**src/sv/foe_lsq_pkg.sv**
```systemverilog
// Types, constants and codes of the focus of expansion block.
// No dependencies; every other module of the block imports it.
`timescale 1ns / 1ps
package foe_lsq_pkg;

  localparam int MAX_POINTS = 1024;
  localparam int CNT_W      = $clog2(MAX_POINTS + 1);
  localparam int MUL_W      = 64;
  localparam int MUL_CNT_W  = $clog2(MUL_W + 1);
  localparam int WIDE_W     = 128;
  localparam int DIV_CNT_W  = $clog2(WIDE_W + 1);

  localparam logic signed [31:0] SAT_MAX = 32'sh7fff_ffff;
  localparam logic signed [31:0] SAT_MIN = 32'sh8000_0000;

  typedef struct packed {
    logic [15:0]        pos_x;
    logic [15:0]        pos_y;
    logic signed [15:0] flow_u;
    logic signed [15:0] flow_v;
    logic               last_point;
  } in_item_t;

  typedef struct packed {
    logic signed [31:0] foe_x;
    logic signed [31:0] foe_y;
    logic               singular;
  } out_item_t;

  // Order of the six products of the solve.
  typedef enum logic [2:0] {
    P_VV_UU,
    P_UV_UV,
    P_UU_VB,
    P_UV_UB,
    P_UV_VB,
    P_VV_UB
  } prod_sel_t;

  typedef enum logic [3:0] {
    S_IDLE,
    S_M1,
    S_M2,
    S_ACC,
    S_MUL_GO,
    S_MUL_WAIT,
    S_CHK,
    S_DIVX_GO,
    S_DIVX_WAIT,
    S_DIVY_GO,
    S_DIVY_WAIT,
    S_DONE
  } ctrl_state_t;

  typedef struct packed {
    logic      capture;
    logic      mul1;
    logic      mul2;
    logic      accum;
    logic      mul_start;
    prod_sel_t sel;
    logic      div_start;
    logic      div_y;
    logic      out_load;
    logic      clear;
  } dp_cmd_t;

  typedef struct packed {
    logic last;
    logic mul_done;
    logic div_done;
    logic singular;
    logic out_busy;
  } dp_stat_t;

endpackage

```
**src/sv/foe_lsq_ctrl.sv**
```systemverilog
// Controller state machine: sequences accumulation, the six products and two divides.
// Depends on foe_lsq_pkg.
`timescale 1ns / 1ps
module foe_lsq_ctrl (
  input  logic                  clk,
  input  logic                  rst_n,
  input  logic                  in_valid,
  output logic                  ready,
  input  foe_lsq_pkg::dp_stat_t stat,
  output foe_lsq_pkg::dp_cmd_t  cmd
);
  import foe_lsq_pkg::*;

  ctrl_state_t state_r;
  ctrl_state_t state_nxt;
  prod_sel_t   sel_r;
  prod_sel_t   sel_nxt;

  always_ff @(posedge clk) begin
    if (!rst_n) begin
      state_r <= S_IDLE;
      sel_r   <= P_VV_UU;
    end else begin
      state_r <= state_nxt;
      sel_r   <= sel_nxt;
    end
  end

  always_comb begin
    state_nxt     = state_r;
    sel_nxt       = sel_r;
    cmd           = '0;
    cmd.sel       = sel_r;
    ready         = 1'b0;
    case (state_r)
      S_IDLE: begin
        ready       = 1'b1;
        cmd.capture = in_valid;
        if (in_valid) begin
          state_nxt = S_M1;
        end
      end
      S_M1: begin
        cmd.mul1  = 1'b1;
        state_nxt = S_M2;
      end
      S_M2: begin
        cmd.mul2  = 1'b1;
        state_nxt = S_ACC;
      end
      S_ACC: begin
        cmd.accum = 1'b1;
        sel_nxt   = P_VV_UU;
        state_nxt = stat.last ? S_MUL_GO : S_IDLE;
      end
      S_MUL_GO: begin
        cmd.mul_start = 1'b1;
        state_nxt     = S_MUL_WAIT;
      end
      S_MUL_WAIT: begin
        if (stat.mul_done) begin
          if (sel_r == P_VV_UB) begin
            state_nxt = S_CHK;
          end else begin
            sel_nxt   = prod_sel_t'(sel_r + 3'd1);
            state_nxt = S_MUL_GO;
          end
        end
      end
      S_CHK: begin
        state_nxt = stat.singular ? S_DONE : S_DIVX_GO;
      end
      S_DIVX_GO: begin
        cmd.div_start = 1'b1;
        state_nxt     = S_DIVX_WAIT;
      end
      S_DIVX_WAIT: begin
        if (stat.div_done) begin
          state_nxt = S_DIVY_GO;
        end
      end
      S_DIVY_GO: begin
        cmd.div_y     = 1'b1;
        cmd.div_start = 1'b1;
        state_nxt     = S_DIVY_WAIT;
      end
      S_DIVY_WAIT: begin
        cmd.div_y = 1'b1;
        if (stat.div_done) begin
          state_nxt = S_DONE;
        end
      end
      S_DONE: begin
        // Wait until the result register is free or being emptied this cycle.
        if (!stat.out_busy) begin
          cmd.out_load = 1'b1;
          cmd.clear    = 1'b1;
          state_nxt    = S_IDLE;
        end
      end
      default: begin
        state_nxt = S_IDLE;
      end
    endcase
  end

endmodule

```
**config.mk**
```make
export PLATFORM = sky130hd
export DESIGN_NAME = foe_lsq_ctrl
export DESIGN_NICKNAME = d
export VERILOG_FILES = /design/src/sv/foe_lsq_pkg.sv /design/src/sv/foe_lsq_ctrl.sv
export SDC_FILE = /design/constraint.sdc
export NUM_CORES = 1
export LEC_CHECK = 0
export ABC_CLOCK_PERIOD_IN_PS = 1210
export BUFFER_PORTS_ARGS = -buffer_cell sky130_fd_sc_hd__buf_2
export CORE_UTILIZATION = 35
export CTS_CLUSTER_DIAMETER = 50
export DETAILED_ROUTE_END_ITERATION = 12
export SLEW_MARGIN = 40
export SYNTH_ARGS = -nofsm -noshare
export SYNTH_HDL_FRONTEND = slang
export SYNTH_SLANG_ARGS = --single-unit
export TNS_END_PERCENT = 10
```
**constraint.sdc**
```tcl
create_clock -name clk -period 1.21 [get_ports clk]
set_clock_uncertainty 0.05 [all_clocks]
set_input_delay 0.121 -clock clk [delete_from_list [all_inputs] [get_ports clk]]
set_output_delay 0.121 -clock clk [all_outputs]
set_load 0.01 [all_outputs]
```
# After elaboration in Yosys (flattened, before gate mapping)
# Index checks and enable logic that the tools add are counted.
# W data, S select, Z words.
# totals
output_inout_bits,13
reg_bits,7
word_cells,49
input_bits,8
# classes
n_mux,22
eq_ne,18
add_sub_neg,1
reduce_logical,6
# op_table
op,count
$pmux W4 S12,1
$mux W4,6
$eq A4 B3 Y1 const B,4
$eq A4 B4 Y1 const B,4
$ne A2 B2 Y1 const B,6
$mux W3,3
$eq A4 B2 Y1 const B,2
$mux W1,8
$mux W2,3
$pmux W3 S2,1
$reduce_and A5 Y1,1
$eq A4 B1 Y1 const B,1
$logic_not A4 Y1,1
$reduce_or A2 Y1,2
$add A3 B1 Y3 const B,1
$eq A3 B3 Y1 const B,1
$reduce_and A3 Y1,1
$reduce_bool A2 Y1,1

# Depth between registers and ports, before layout
# logic_depth
ltp_word,4
ltp_mapped,6
ltp_nobuf,6

# Worst setup path after synthesis
# No wires, ideal clock.
# synth_timing
path_type,register to output
start,register state_r[0]
end,output cmd[11] in the netlist's numbering
path_buffers,2
required_ns,1.039
t_arrival_ns,1.353
path_stages_with_launch,5
slack_ns,-0.314
path_cell_list,dfxtp_1 > buf_4 > clkbuf_1 > nor4_1 > and2_1
# synth_rtl
item,line,text
"start, declared",foe_lsq_ctrl.sv:14,ctrl_state_t state_r;
"start signal, assigned",foe_lsq_ctrl.sv:24,state_r <= state_nxt;
"end, declared",foe_lsq_ctrl.sv:10,output foe_lsq_pkg::dp_cmd_t cmd

==> key figures <==
Synth
  – Xor and xnor area share after synthesis: 0
  – Cell taking the most area after synthesis: dfxtp_1
  – Post-synth EDFFs: 0
  – Main synth FF type: dfxtp_1
  – Top cell type's share of synthesized area: 0.264
  – Mapped Area: 532 um2
  – Post-synthesis mux area share: 0.0188
  – Largest cells by area after synthesis: dfxtp_1 (26%), nand2b_1 (9.4%), a21oi_1 (4.7%)
  – Synth cell count leaders: nand2b_1 (8), dfxtp_1 (7), a21oi_1 (5), nand2_1 (5)
  – Most frequent cell after synthesis: nand2b_1
  – FFs w/ async S/R, synth: 0
  – Syn. warnings: 0
  – Synth Area in Adders: 0.0471
  – Complex-gate fraction of the synthesized area: 0.198
  – Cell count after synthesis: 72
  – Post-synthesis net count: 82
  – Largest family of logic cells by synthesized area: simple AND/OR/NAND/NOR gates
  – Average size of a mapped cell: 7.39 um2
  – Sequential-to-total area share from yosys stat: 0.264
  – Seq cells post-synth: 7
  – Synth unique cells: 29
  – Simple-gate portion of the synthesized area: 0.391

Setup path
  – Crit path launch type: flop
  – Worst Path Arrival: 1.28 ns
  – RR Startpoint: state_r[1]
  – Slowest stage delay, CP: 0.37 ns
  – Crit path required time: 1.04 ns
  – Crit-path cells: buf_6, nor4_4, and2_1, buf_2
  – Crit path from: state_r[0]
  – Worst path bufs/invs: 2
  – Crit-path slowest cell: dfxtp_4
  – CP top delay family: simple AND/OR/NAND/NOR gates
  – Peak fanout along the critical path: 4
  – Setup Crit Path Kind: flop to output pin
  – Endpoint type of the worst setup path: output pin

Timing
  – Max Fclk: 0.690 GHz
  – Actual slew at the worst max-slew pin: 0.260 ns
  – Minimum clock period after layout: 1.45 ns
  – Fin crit share: 1.20
  – Pins Over Slew Limit: 0
  – Slew headroom: 0.827
  – Fin Hold WS: 0.0833 ns
  – Final hold vios: 0
  – Unrepaired setup endpoints after global routing: yes
  – Final setup margin: -0.239 ns
  – Final setup fails: 14

CTS
  – Htree depth: 1
  – CTS tree: done
  – CTS clk-pin slew, worst paths: 0.06 ns
  – CTS Root Cell: clkbuf_4
  – Clock sinks: 7
  – Num CTS Buffers: 3
  – CTS max path bufs: 2
  – Clk_lat worst skew: 0.26 ns
  – Hold-fix buffers, CTS: 0

GRT
  – First-pass GRT wire length: 2.29 mm
  – Largest net degree at the start of global routing: 12
  – Initial antenna violation count: 0
  – Vias in the first global route: 558
  – Overall routing resource usage: 0.215
  – Total gr overflow: 0

Cells and area
  – Final design utilization: 0.710
  – Multi-input gate area: 450 um2
  – Final #Nets: 124
  – Fin cells: 128
  – Fillers: 111
  – Area delta synth->final: 80.2%
  – Reg area: 151 um2
  – Antenna diode count: 0
  – Fraction of layout cells with a size suffix above 1: 0.593

Placement
  – Dpl hpwl: 1.08 mm
  – Gpl congestion: 0.756
  – Port Buf Inserts: 20
  – Dpl cells: 123

Floorplanning
  – Die width: 41.0 um
  – DIE HEIGHT: 41.0 um
  – I/O pin total: 21
  – Initial Util: 0.394
  – CORE AREA: 0.00135 mm2
  – Die ar.: 0.00168 mm2
  – FP Rows: 13

Outcome
  – Outcome: finished with violations
  – Failing checks: negative setup slack

Routing
  – Antenna-violating nets left: 0
  – Per-cell routed wire length: 11.8 um
  – Total wire length: 1.52 mm
  – Vias: 686
  – Initial drt markers: 19
  – First-pass DRT Iterations: 5
  – Vias per std cell: 5.36
  – DRC: 0

Pwr
  – Combinational Power Share: 0.469
  – Static leakage: 0.456 nW
  – Worst IR Drop VDD: 0.842 mV
  – Net Switching: 318 uW
  – Seq pwr share: 0.291
  – Pint: 609 uW
  – Switch share: 0.343
  – PwrDens: 967 mW/mm2
  – Clock power frac: 0.241

Job
  – Max-cap violation count: 0

Hold path
  – Min-delay worst type: primary input to flop
  – Hold Crit Start: rst_n
-- stage by stage --
step	cell area (um2)	TNS, ns	total power, mW	setup slack, ns
floorplan	549	-0.596	0.445	-0.135
global route	958	-3.24	0.994	-0.331
global placement	801	-1.02	0.595	-0.141
detailed placement	801	-1.20	0.602	-0.200
CTS	931	-2.13	0.909	-0.257
finish	958	-2.04	0.927	-0.239
-- logic make-up after synthesis --
family	after synthesis
AO/OA/AOI/OAI	17
adder cells (fa/ha/maj)	2
buffers and inverters	9
flip-flops	7
multiplexers	1
AND/OR/NAND/NOR	36
-- final timing paths --
path	end	slack, ns	depth (start not counted)
max	cmd[11]	-0.24	4
min	state_r[3]	0.08	2
max reg2reg	sel_r[2]	-0.12	4
min reg2reg	sel_r[2]	0.50	2
-- final cells by class --
type	instances	share of cell area
multi-input combinational	56	0.470
timing repair buffer	43	0.312
sequential	7	0.158
clock buffer	3	0.0235
tap	15	0.0196
inverter	3	0.0117
clock inverter	1	0.00522
-- registers in the layout (all words and copies together) (netlist names) --
name     count
state_r      4
sel_r        3
-- power groups by stage --
stage               sequential (mW)  combinational (mW)  clock, mW
finish                        0.269               0.434      0.223
global placement              0.270               0.325          0
floorplan                     0.257               0.188          0
CTS                           0.265               0.415      0.230
global route                  0.271               0.474      0.249
detailed placement            0.269               0.333          0
-- per-layer routing --
layer	global-route usage	part of all wire
met1	0.280	0.46
met2	0.320	0.47
met3	0.0978	0.065
met4	0.0500	0
met5	0	0
-- cell usage in the layout, fill, tap and decap left out, types with 2 or more instances in the layout --
master / n
buf_6: 7
nand3_1: 2
buf_2: 20
nand2_1: 3
nand2b_4: 3
or4_1: 2
inv_1: 2
nor3_1: 2
nor3_2: 2
nand2b_1: 5
dfxtp_4: 2
nor2_1: 3
buf_4: 16
a31oi_1: 3
o21ai_1: 2
dfxtp_2: 3
and2_1: 2
clkbuf_4: 3
dfxtp_1: 2
a21oi_1: 4
-- what timing repair did --
item / CTS / global route
setup endpoints to repair: 16 / 17
setup buffers: 1 / 0
pin swaps: 6 / 2
gates resized for setup: 24 / 7
Power figures use the tool's default switching activity.
